**src/rtl/efa_pkg.sv**
```systemverilog
package efa_pkg;

    localparam int unsigned ADDR_W = 32;
    localparam int unsigned SIZE_W = 24;
    localparam int unsigned TOP_W  = 33;

    typedef enum logic [1:0] {
        CMD_ALLOC   = 2'd0,
        CMD_ALIGNED = 2'd1,
        CMD_FREE    = 2'd2,
        CMD_INIT    = 2'd3
    } t_cmd;

    typedef enum logic [1:0] {
        ST_OK   = 2'd0,
        ST_OOM  = 2'd1,
        ST_DROP = 2'd2
    } t_status;

    typedef enum logic {
        CFG_HEAP_START = 1'b0,
        CFG_HEAP_LIMIT = 1'b1
    } t_cfg_idx;

    // One free table entry: block address and size in 4-byte words.
    typedef struct packed {
        logic [ADDR_W-1:0] addr;
        logic [SIZE_W-1:0] size;
    } t_entry;

    // Operands and mode of the shared adder.
    typedef struct packed {
        logic [TOP_W-1:0] a;
        logic [TOP_W-1:0] b;
        logic             sub;
    } t_alu_op;

    typedef struct packed {
        logic [TOP_W-1:0] sum;
        logic             carry;
    } t_alu_res;

endpackage

```
**src/rtl/efa_alu.sv**
```systemverilog
module efa_alu
    import efa_pkg::*;
(
    input  t_alu_op  i_op,
    output t_alu_res o_res
);

    logic [TOP_W:0] w_full;

    // Subtraction is a + ~b + 1; the carry out is then set when a >= b.
    always_comb begin
        if (i_op.sub) begin
            w_full = {1'b0, i_op.a} + {1'b0, ~i_op.b} + {{TOP_W{1'b0}}, 1'b1};
        end else begin
            w_full = {1'b0, i_op.a} + {1'b0, i_op.b};
        end
    end

    assign o_res.sum   = w_full[TOP_W-1:0];
    assign o_res.carry = w_full[TOP_W];

endmodule

```
**src/rtl/efa_table.sv**
```systemverilog
module efa_table
    import efa_pkg::*;
#(
    parameter int unsigned DEPTH = 16,
    parameter int unsigned IDX_W = 4
) (
    input  logic             i_clk,
    input  logic             i_we,
    input  logic [IDX_W-1:0] i_waddr,
    input  t_entry           i_wentry,
    input  logic [IDX_W-1:0] i_raddr,
    output t_entry           o_rentry
);

    t_entry r_mem [DEPTH];
    t_entry r_rd;

    always_ff @(posedge i_clk) begin
        if (i_we) begin
            r_mem[i_waddr] <= i_wentry;
        end
        r_rd <= r_mem[i_raddr];
    end

    assign o_rentry = r_rd;

endmodule

```
**src/rtl/exact_fit_free_list_allocator.sv**
```systemverilog
// Free and init go from idle straight to the output state. Allocate searches the table newest
// entry first and on a hit moves the newer entries down; on a miss it aligns and bumps the top
// pointer, and a nonzero alignment gap goes back to the table unless the table is full.
// All top pointer arithmetic goes through one shared 33-bit adder, one step a cycle.
// One request at a time; a new request is taken once the result has been taken.
// Synchronous active-low reset clears the state, top pointer, heap start and limit and fill count.
module exact_fit_free_list_allocator
    import efa_pkg::*;
#(
    parameter int unsigned FREE_SLOTS = 16
) (
    input  logic              i_clk,
    input  logic              i_rst_n,
    input  logic              i_cfg_we,
    input  logic              i_cfg_index,
    input  logic [ADDR_W-1:0] i_cfg_data,
    input  logic              i_in_valid,
    output logic              o_in_stall,
    input  logic [1:0]        i_cmd,
    input  logic [SIZE_W-1:0] i_req_size,
    input  logic [4:0]        i_align_log2,
    input  logic [ADDR_W-1:0] i_block_address,
    output logic              o_out_valid,
    input  logic              i_out_stall,
    output logic [ADDR_W-1:0] o_result_address,
    output logic [1:0]        o_status
);

    localparam int unsigned IDX_W = (FREE_SLOTS > 1) ? $clog2(FREE_SLOTS) : 1;
    localparam int unsigned CNT_W = $clog2(FREE_SLOTS + 1);

    typedef enum logic [8:0] {
        S_IDLE  = 9'b000000001,
        S_SRCH  = 9'b000000010,
        S_SHIFT = 9'b000000100,
        S_ALIGN = 9'b000001000,
        S_GAP   = 9'b000010000,
        S_GAPW  = 9'b000100000,
        S_BUMP  = 9'b001000000,
        S_CHK   = 9'b010000000,
        S_OUT   = 9'b100000000
    } t_state;

    t_state             r_state, n_state;
    logic [CNT_W-1:0]   r_cnt, n_cnt;
    logic [IDX_W-1:0]   r_idx, n_idx;
    logic [TOP_W-1:0]   r_top, n_top;
    logic [TOP_W-1:0]   r_aln, n_aln;
    logic [TOP_W-1:0]   r_tmp, n_tmp;
    logic [ADDR_W-1:0]  r_heap_start, r_heap_limit;
    logic [SIZE_W-1:0]  r_words, n_words;
    logic [ADDR_W-1:0]  r_amask, n_amask;
    logic               r_dropped, n_dropped;
    logic [ADDR_W-1:0]  r_result, n_result;
    logic [1:0]         r_status, n_status;

    logic               w_in_acc;
    logic               w_full;
    logic [SIZE_W:0]    w_round;
    logic [SIZE_W-1:0]  w_words;
    logic [ADDR_W-1:0]  w_amask;
    logic               w_hit;
    logic               w_more;
    logic               w_tail;

    logic               w_we;
    logic [IDX_W-1:0]   w_waddr;
    logic [IDX_W-1:0]   w_raddr;
    t_entry             w_wentry;
    t_entry             w_rentry;
    t_alu_op            w_alu_op;
    t_alu_res           w_alu_res;

    efa_alu u_alu (
        .i_op  (w_alu_op),
        .o_res (w_alu_res)
    );

    efa_table #(
        .DEPTH (FREE_SLOTS),
        .IDX_W (IDX_W)
    ) u_table (
        .i_clk    (i_clk),
        .i_we     (w_we),
        .i_waddr  (w_waddr),
        .i_wentry (w_wentry),
        .i_raddr  (w_raddr),
        .o_rentry (w_rentry)
    );

    assign o_in_stall       = (r_state != S_IDLE);
    assign o_out_valid      = (r_state == S_OUT);
    assign o_result_address = r_result;
    assign o_status         = r_status;

    assign w_in_acc = i_in_valid && !o_in_stall;
    assign w_full   = (r_cnt == CNT_W'(FREE_SLOTS));
    assign w_round  = {1'b0, i_req_size} + (SIZE_W + 1)'(3);
    assign w_words  = SIZE_W'(w_round[SIZE_W:2]);
    assign w_amask  = (i_cmd == CMD_ALIGNED) ? ~({ADDR_W{1'b1}} << i_align_log2) : '0;

    assign w_hit  = (w_rentry.size == r_words) && ((w_rentry.addr & r_amask) == '0);
    // After a hit at r_idx, a newer entry above it still has to move down.
    assign w_tail = ((CNT_W + 1)'(r_idx) + (CNT_W + 1)'(1)) < (CNT_W + 1)'(r_cnt);
    assign w_more = ((CNT_W + 1)'(r_idx) + (CNT_W + 1)'(2)) < (CNT_W + 1)'(r_cnt);

    // Operand selection for the shared adder.
    always_comb begin
        w_alu_op = '0;
        unique case (r_state)
            S_ALIGN: begin
                w_alu_op.a = r_top;
                w_alu_op.b = {1'b0, r_amask};
            end
            S_GAP: begin
                w_alu_op.a   = r_aln;
                w_alu_op.b   = r_top;
                w_alu_op.sub = 1'b1;
            end
            S_GAPW: begin
                w_alu_op.a = r_tmp;
                w_alu_op.b = TOP_W'(3);
            end
            S_BUMP: begin
                w_alu_op.a = r_aln;
                w_alu_op.b = TOP_W'({r_words, 2'b00});
            end
            S_CHK: begin
                w_alu_op.a   = {1'b0, r_heap_limit};
                w_alu_op.b   = r_top;
                w_alu_op.sub = 1'b1;
            end
            default: begin
                w_alu_op = '0;
            end
        endcase
    end

    always_comb begin
        n_state   = r_state;
        n_cnt     = r_cnt;
        n_idx     = r_idx;
        n_top     = r_top;
        n_aln     = r_aln;
        n_tmp     = r_tmp;
        n_words   = r_words;
        n_amask   = r_amask;
        n_dropped = r_dropped;
        n_result  = r_result;
        n_status  = r_status;
        w_we      = 1'b0;
        w_waddr   = IDX_W'(r_cnt);
        w_wentry  = '0;
        w_raddr   = r_idx;

        unique case (r_state)
            S_IDLE: begin
                w_raddr = IDX_W'(r_cnt - CNT_W'(1));
                if (w_in_acc) begin
                    n_words   = w_words;
                    n_amask   = w_amask;
                    n_dropped = 1'b0;
                    n_result  = '0;
                    n_status  = ST_OK;
                    n_idx     = IDX_W'(r_cnt - CNT_W'(1));
                    case (i_cmd)
                        CMD_FREE: begin
                            n_state = S_OUT;
                            if (w_full) begin
                                n_status = ST_DROP;
                            end else begin
                                w_we          = 1'b1;
                                w_wentry.addr = i_block_address;
                                w_wentry.size = w_words;
                                n_cnt         = r_cnt + CNT_W'(1);
                            end
                        end
                        CMD_INIT: begin
                            n_top   = {1'b0, r_heap_start};
                            n_state = S_OUT;
                        end
                        default: begin
                            n_state = (r_cnt == '0) ? S_ALIGN : S_SRCH;
                        end
                    endcase
                end
            end
            S_SRCH: begin
                if (w_hit) begin
                    n_result = w_rentry.addr;
                    w_raddr  = IDX_W'(r_idx + IDX_W'(1));
                    if (w_tail) begin
                        n_state = S_SHIFT;
                    end else begin
                        n_cnt   = r_cnt - CNT_W'(1);
                        n_state = S_OUT;
                    end
                end else if (r_idx == '0) begin
                    n_state = S_ALIGN;
                end else begin
                    w_raddr = IDX_W'(r_idx - IDX_W'(1));
                    n_idx   = IDX_W'(r_idx - IDX_W'(1));
                end
            end
            S_SHIFT: begin
                // The read data holds the entry just above r_idx.
                w_we     = 1'b1;
                w_waddr  = r_idx;
                w_wentry = w_rentry;
                w_raddr  = IDX_W'(r_idx + IDX_W'(2));
                n_idx    = IDX_W'(r_idx + IDX_W'(1));
                if (!w_more) begin
                    n_cnt   = r_cnt - CNT_W'(1);
                    n_state = S_OUT;
                end
            end
            S_ALIGN: begin
                n_aln   = w_alu_res.sum & ~{1'b0, r_amask};
                n_state = S_GAP;
            end
            S_GAP: begin
                n_tmp   = w_alu_res.sum;
                n_state = (w_alu_res.sum == '0) ? S_BUMP : S_GAPW;
            end
            S_GAPW: begin
                // The alignment gap below the aligned address goes back to the table unless the table is full.
                if (w_full) begin
                    n_dropped = 1'b1;
                end else begin
                    w_we          = 1'b1;
                    w_wentry.addr = r_top[ADDR_W-1:0];
                    w_wentry.size = w_alu_res.sum[SIZE_W+1:2];
                    n_cnt         = r_cnt + CNT_W'(1);
                end
                n_state = S_BUMP;
            end
            S_BUMP: begin
                n_top   = w_alu_res.sum;
                n_state = S_CHK;
            end
            S_CHK: begin
                // No carry from limit - top means the top has passed the limit.
                if (!w_alu_res.carry) begin
                    n_result = '0;
                    n_status = ST_OOM;
                end else begin
                    n_result = r_aln[ADDR_W-1:0];
                    n_status = r_dropped ? ST_DROP : ST_OK;
                end
                n_state = S_OUT;
            end
            S_OUT: begin
                if (!i_out_stall) begin
                    n_state = S_IDLE;
                end
            end
            default: begin
                n_state = S_IDLE;
            end
        endcase
    end

    always_ff @(posedge i_clk) begin
        if (!i_rst_n) begin
            r_state      <= S_IDLE;
            r_cnt        <= '0;
            r_top        <= '0;
            r_heap_start <= '0;
            r_heap_limit <= '0;
        end else begin
            r_state <= n_state;
            r_cnt   <= n_cnt;
            r_top   <= n_top;
            if (i_cfg_we) begin
                case (i_cfg_index)
                    CFG_HEAP_START: r_heap_start <= i_cfg_data;
                    CFG_HEAP_LIMIT: r_heap_limit <= i_cfg_data;
                    default:        r_heap_start <= r_heap_start;
                endcase
            end
        end
    end

    always_ff @(posedge i_clk) begin
        r_idx     <= n_idx;
        r_aln     <= n_aln;
        r_tmp     <= n_tmp;
        r_words   <= n_words;
        r_amask   <= n_amask;
        r_dropped <= n_dropped;
        r_result  <= n_result;
        r_status  <= n_status;
    end

    a_cnt_bound: assert property (@(posedge i_clk) disable iff (!i_rst_n)
        r_cnt <= CNT_W'(FREE_SLOTS))
        else $error("free table fill count above its depth");

    a_oom_zero: assert property (@(posedge i_clk) disable iff (!i_rst_n)
        o_out_valid && (o_status == ST_OOM) |-> (o_result_address == '0))
        else $error("out of memory result carries an address");

    a_full_free: assert property (@(posedge i_clk) disable iff (!i_rst_n)
        w_in_acc && (i_cmd == CMD_FREE) && w_full |=> (r_cnt == $past(r_cnt)))
        else $error("free into a full table changed the fill count");

    a_leave_idle: assert property (@(posedge i_clk) disable iff (!i_rst_n)
        w_in_acc |=> (r_state != S_IDLE))
        else $error("accepted request did not start work");

    a_free_init_quick: assert property (@(posedge i_clk) disable iff (!i_rst_n)
        w_in_acc && ((i_cmd == CMD_FREE) || (i_cmd == CMD_INIT)) |=> o_out_valid)
        else $error("free or init result not presented in the next cycle");

endmodule
```
**config.mk**
```make
export PLATFORM = sky130hd
export DESIGN_NAME = exact_fit_free_list_allocator
export DESIGN_NICKNAME = d
export VERILOG_FILES = /design/src/rtl/efa_pkg.sv /design/src/rtl/efa_alu.sv /design/src/rtl/efa_table.sv /design/src/rtl/exact_fit_free_list_allocator.sv
export SDC_FILE = /design/constraint.sdc
export NUM_CORES = 2
export LEC_CHECK = 0
export BUFFER_PORTS_ARGS = -buffer_cell sky130_fd_sc_hd__buf_4
export CORE_MARGIN = 1
export CORE_UTILIZATION = 57
export CTS_CLUSTER_DIAMETER = 120
export DETAILED_ROUTE_END_ITERATION = 10
export MAX_ROUTING_LAYER = met4
export PLACE_DENSITY = 0.83
export REMOVE_ABC_BUFFERS = 1
export SETUP_SLACK_MARGIN = 0.1
export SLEW_MARGIN = 20
export SYNTH_ARGS = -nofsm -noshare
export SYNTH_HDL_FRONTEND = slang
export SYNTH_SLANG_ARGS = --single-unit
```
**constraint.sdc**
```tcl
create_clock -name i_clk -period 7.1 [get_ports i_clk]
set_clock_uncertainty 0.05 [all_clocks]
set_input_delay 0.355 -clock i_clk [delete_from_list [all_inputs] [get_ports i_clk]]
set_output_delay 0.355 -clock i_clk [all_outputs]
set_load 0.01 [all_outputs]
```
# [Word level (Yosys, flattened, before mapping)]
# Memories as Yosys holds them, arrays and structs flattened. A register that Yosys moved wholly into a read port is not among the register bits.
# Index checks and enable logic that the tools add are counted.
[classes] addsub=11 multipliers=0 div=0 n_lt_le_gt_ge=2 eq_ne=25 n_shift=1 muxes=54 bitwise=6 reduce_logical=25
[op_table] operator="case mux 66 bit (5 select lines)" n=1
[op_table] operator="two-way mux 56 bit" n=4
[op_table] operator="case mux 56 bit (3 select lines)" n=1
[op_table] operator="two-way mux 32 bit" n=3
[op_table] operator="case mux 32 bit (3 select lines)" n=1
[op_table] operator="case mux 9 bit (9 select lines)" n=1
[op_table] operator="adder 33 x 33 -> 34 bit" n=2
[op_table] operator="two-way mux 33 bit" n=2
[op_table] operator="case mux 33 bit (2 select lines)" n=1
[op_table] operator="two-way mux 9 bit" n=7
[op_table] operator="adder 34 x 1 -> 34 bit (second input constant)" n=1
[op_table] operator="two-way mux 34 bit" n=1
[op_table] operator="bitwise AND 33 bit" n=1
[op_table] operator="logical NOT 33 bit" n=1
[op_table] operator="inverter 32 -> 33 bit" n=1
[op_table] operator="inverter 33 bit" n=1
[op_table] operator="bitwise AND 32 bit" n=1
[op_table] operator="logical NOT 32 bit" n=1
[op_table] operator="inverter 32 bit" n=1
[op_table] operator="<< shifter 32 x 5 -> 32 bit (first input constant)" n=1
[op_table] operator="two-way mux 5 bit" n=6
[op_table] operator="adder 24 x 2 -> 25 bit (second input constant)" n=1
[op_table] operator="equality test 24 x 23 -> 1 bit" n=1
[op_table] operator="two-way mux 4 bit" n=6
[op_table] operator="other kinds (45)" n=77
[totals] ff_bits=271 latch_bits=0 ram_bits=896 mem_bits_ro=0 input_bits=101 word_cells=138 memories=1
[mem_list] name="u_table.r_mem" words=16 width=56 read_ports=1 rd_clocked_by_memory_dff=1 write_ports=1 line_no="efa_table.sv:15" rtl="t_entry r_mem [DEPTH];"

# [Logic depth before layout (Yosys ltp)]
[logic_depth] ltp_word=9 mapped_depth=23 ltp_nobuf=20

# [Modules after synthesis]
# From an unflattened synthesis, not the netlist that was laid out.
[hier_totals] hier_cells=3480 area_unflattened_um2=52327.7
[modules_own_cells] module="efa_table" instances=1 cells_per_inst=1445 area_each_um2=34678.3
[modules_own_cells] module="exact_fit_free_list_allocator" instances=1 cells_per_inst=1450 area_each_um2=13847.0
[modules_own_cells] module="efa_alu" instances=1 cells_per_inst=585 area_each_um2=3802.4

# [Least setup slack after synthesis]
# No wires, ideal clock.
[synth_timing] path_type="register -> register" startpoint="register r_state[0]" endpoint="register r_state[5]" arrival_time_ns=7.194 setup_slack_ns=-0.261 stages_incl_launch_ff=22 n_path_buf=3 period_less_slack_ns=7.361 cell_sequence="dfxtp_1 -> nor4_2 -> nand2_1 -> nor3b_1 -> nand2b_1 -> clkbuf_1 -> clkbuf_1 -> nand2_1 -> nand3_1 -> ha_1 -> buf_2 -> or4_4 -> a21oi_2 -> o41ai_2 -> a21boi_0 -> a2bb2oi_1 -> xnor2_1 -> inv_1 -> nor4_1 -> nand4b_1 -> or4b_1 -> and3_1"
[synth_rtl] item="from (decl)" line_no="exact_fit_free_list_allocator.sv:44" rtl="t_state r_state, n_state;"
[synth_rtl] item="from (signal assigned)" line_no="exact_fit_free_list_allocator.sv:271" rtl="r_state <= n_state;"

# [Worst setup path in the final report]
[layout_timing] startpoint="register r_state[1]" endpoint="register r_state[5]"
[layout_between] elab_chain_cells=9
[layout_rtl] item="equality test 9 x 8 -> 1 bit, or another cell as far along" line_no="exact_fit_free_list_allocator.sv:110, exact_fit_free_list_allocator.sv:156"
[layout_rtl] item="case mux 66 bit (5 select lines)" line_no="exact_fit_free_list_allocator.sv:110" rtl="unique case (r_state)"
[layout_rtl] item="inverter 33 bit" line_no="efa_alu.sv:13" rtl="w_full = {1'b0, i_op.a} + {1'b0, ~i_op.b} + {{TOP_W{1'b0}}, 1'b1};"
[layout_rtl] item="adder 33 x 33 -> 34 bit" line_no="efa_alu.sv:13"
[layout_rtl] item="adder 34 x 1 -> 34 bit" line_no="efa_alu.sv:13"
[layout_rtl] item="two-way mux 34 bit" line_no="efa_alu.sv:12" rtl="if (i_op.sub) begin"
[layout_rtl] item="logical NOT 33 bit" line_no="exact_fit_free_list_allocator.sv:223" rtl="n_state = (w_alu_res.sum == '0) ? S_BUMP : S_GAPW;"
[layout_rtl] item="two-way mux 7 bit" line_no="exact_fit_free_list_allocator.sv:223"
[layout_rtl] item="case mux 9 bit (9 select lines)" line_no="exact_fit_free_list_allocator.sv:156" rtl="unique case (r_state)"
# Parallel ways exist; a longest one is shown, timed or not.
# A chain may end at the register's enable or synchronous reset.

==> metrics.csv <==
metric;value;unit
cp_num_buf_inv;2;
crit_cells;20;
start_util;57.8;%
clock_sinks;1222;
crit_type;flip-flop to flip-flop;
drive_gt1_share;12.6;%
power.density;423;nW/µm²
final-seq-area;35000;µm²
fillers;6633;
holdWs;0.0131;ns
hold_depth;4;
io_buffers;136;
required;7.65;ns
post-cts-setup-buffer-count;0;
wl_per_cell;29.3;µm
layout.nets;4591;
wl;169000;µm
cts.path.max_buffers;3;
final_common_cell;edfxtp_1;
tightest_slew;1.28;ns
post-route-period-util;92.0;%
synth-seq-cells;1222;
crit_path_end_kind;flip-flop;
ioPinCount;137;
slowest_stage;or4_2;
multi_input_area;17500;µm²
firstDrtPassIters;9;
antenna_found_initial;6;
grt_pass1_vias;37200;
synth_edf_count;1055;
cap_violations;0;
setup_viol;0;
drc;0;
vias;38500;
num_rows;112;
cp-start-kind;flip-flop;
synth_cell_types;87;
netlist_area;54100;µm²
synth_ff_type;edfxtp_1;
crit_path_cell_trace;nor4_1 -> nand2_1 -> or4_2 -> nand2b_1 -> buf_12 -> a21oi_1 -> ha_1 -> inv_1 -> fa_1 -> nor2b_1 -> o211ai_1 -> a21oi_1 -> o211ai_1 -> and3_1 -> nor3_1 -> o22ai_1 -> nor4_1 -> nand4b_1 -> or4b_1 -> and3_1;
grt_max_degree;101;
critical_path.top_delay_family;simple AND/OR/NAND/NOR gates;
async_flop_share;0;%
cts_max_level;3;
power.leakage;23.0;nW
dpl.cell_count;5486;
status;completed;
gp_congestion;1.07;
cts_made_buffers;116;
finalNonFillerCells;5771;
rsz0062_at_grt;false;
area_growth;13.4;%
reg2reg_depth;20;
hpwl;107000;µm
drt_iter0_markers;5735;
cts_tree;yes;
grtUsageTotal;35.9;%
core-area;93600;µm²
relSlewSlack;14.6;%
drtAntennaViolNets;0;
period_minus_slack;6.53;ns
yosys_warnings;0;
die_y;310;µm
syn_inst;4246;
worstPathArrival;7.08;ns
hp-class;input port to flip-flop;
grt_pass1_wl;243000;µm
critical_path.max_fanout;34;
avgSynthCellArea;12.7;µm²
clockRootBuffer;clkbuf_16;
ys_seq_area_share;64.8;%
fmax;153;MHz
report.final.slew_viol_count;0;
avgViaCountPerCell;6.68;
hold_viol;0;
clk_pin_slew;0.07;ns
mostFrequentLayoutCells;edfxtp_1 (1055), nand2_1 (702), mux2i_1 (311);
die-area;96100;µm²
die_w;310;µm
ir_drop;0.000567;V
clock_latency;0.72;ns
critPathMaxStageDelay;0.60;ns
overflow;0;
## metrics by stage
step	setup TNS (ns)	area, µm²	power [mW]	setup slack (ns)	utilization, %
after CTS	0	61300	25.6	0.762	65.5
after floorplan	-5188.18	52800	14.6	-11.81	-
after detailed placement	0	56800	19.3	0.846	60.7
after global placement	0	56800	19.1	0.976	60.7
final	0	61300	25.9	0.569	65.5
after global routing	0	61300	26.8	0.287	65.5
## power by group
part | total (mW) | internal [mW] | switching [mW]
clock network | 6.28 | 3.56 | 2.72
logic | 10.5 | 3.86 | 6.60
registers | 9.17 | 8.49 | 0.680
## worst min-delay path: stages
cell,delay [ns]
buf_4,0.12
nor2b_4,0.10
nand2_1,0.08
a21boi_0,0.06
## routing by layer
| metal | up-vias | global-route usage, % | wire [µm] |
|---|---|---|---|
| li1 | 16400 | - | - |
| met1 | 18800 | 46.6 | 62400 |
| met2 | 2869 | 53.8 | 77500 |
| met3 | 534 | 6.77 | 20200 |
| met4 | 0 | 19.4 | 9310 |
| met5 | - | - | 0 |
## path summary, 6_finish.rpt
check | from | end | slack [ns]
worst max-delay path | r_state[1] | r_state[5] | 0.57
worst min register to register | r_heap_limit[13] | r_heap_limit[13] | 0.42
worst min-delay path | i_cfg_index | r_heap_start[0] | 0.01
worst max register to register | r_state[1] | r_state[5] | 0.57
## area by class of cell
type,instances,share of cell area (%)
repair buffers,320,4.57
inverters,136,0.832
multi-input cells,2611,28.5
flip-flops and latches,1222,57.1
well taps,1254,2.56
clock buffers,158,5.32
clock inverters,62,1.04
diodes,8,0.0326
## synth_stat cells, drive strengths merged, types with 76 or more instances
| cell | number | area (µm²) |
|---|---|---|
| nand2 | 704 | 2640 |
| dfxtp | 167 | 3340 |
| clkbuf | 159 | 597 |
| a21oi | 145 | 729 |
| edfxtp | 1055 | 31700 |
| inv | 136 | 510 |
| a22oi | 76 | 571 |
| nand3 | 178 | 891 |
| and3 | 79 | 494 |
| ha | 81 | 1010 |
| nor2 | 133 | 499 |
| mux2i | 312 | 3120 |
| buf | 118 | 701 |
## cell families after synthesis
| kind of cell | Yosys count | synth area share [%] |
|---|---|---|
| flops | 1222 | 64.8 |
| fa+ha+maj | 83 | 1.95 |
| mux | 369 | 6.96 |
| simple gates | 1279 | 10.6 |
| xor+xnor | 76 | 1.23 |
| buf+inv | 413 | 3.34 |
| compound gates | 804 | 11.2 |
## what timing repair did
action | 4_1_cts | 5_1_grt
hold endpoints to repair | 92 | 0
hold buffers | 55 | 0
resized for setup | 0 | 0
## registers in the layout (all words and copies together), names as in the netlist, 23 cells and up
name,count
r_words,23
r_aln,33
r_heap_limit,32
r_tmp,33
r_top,33
r_amask,31
r_heap_start,32
o_result_address,32
u_table.r_mem,896
u_table.o_rentry,56
No activity file was read; power rests on OpenSTA's default activity.
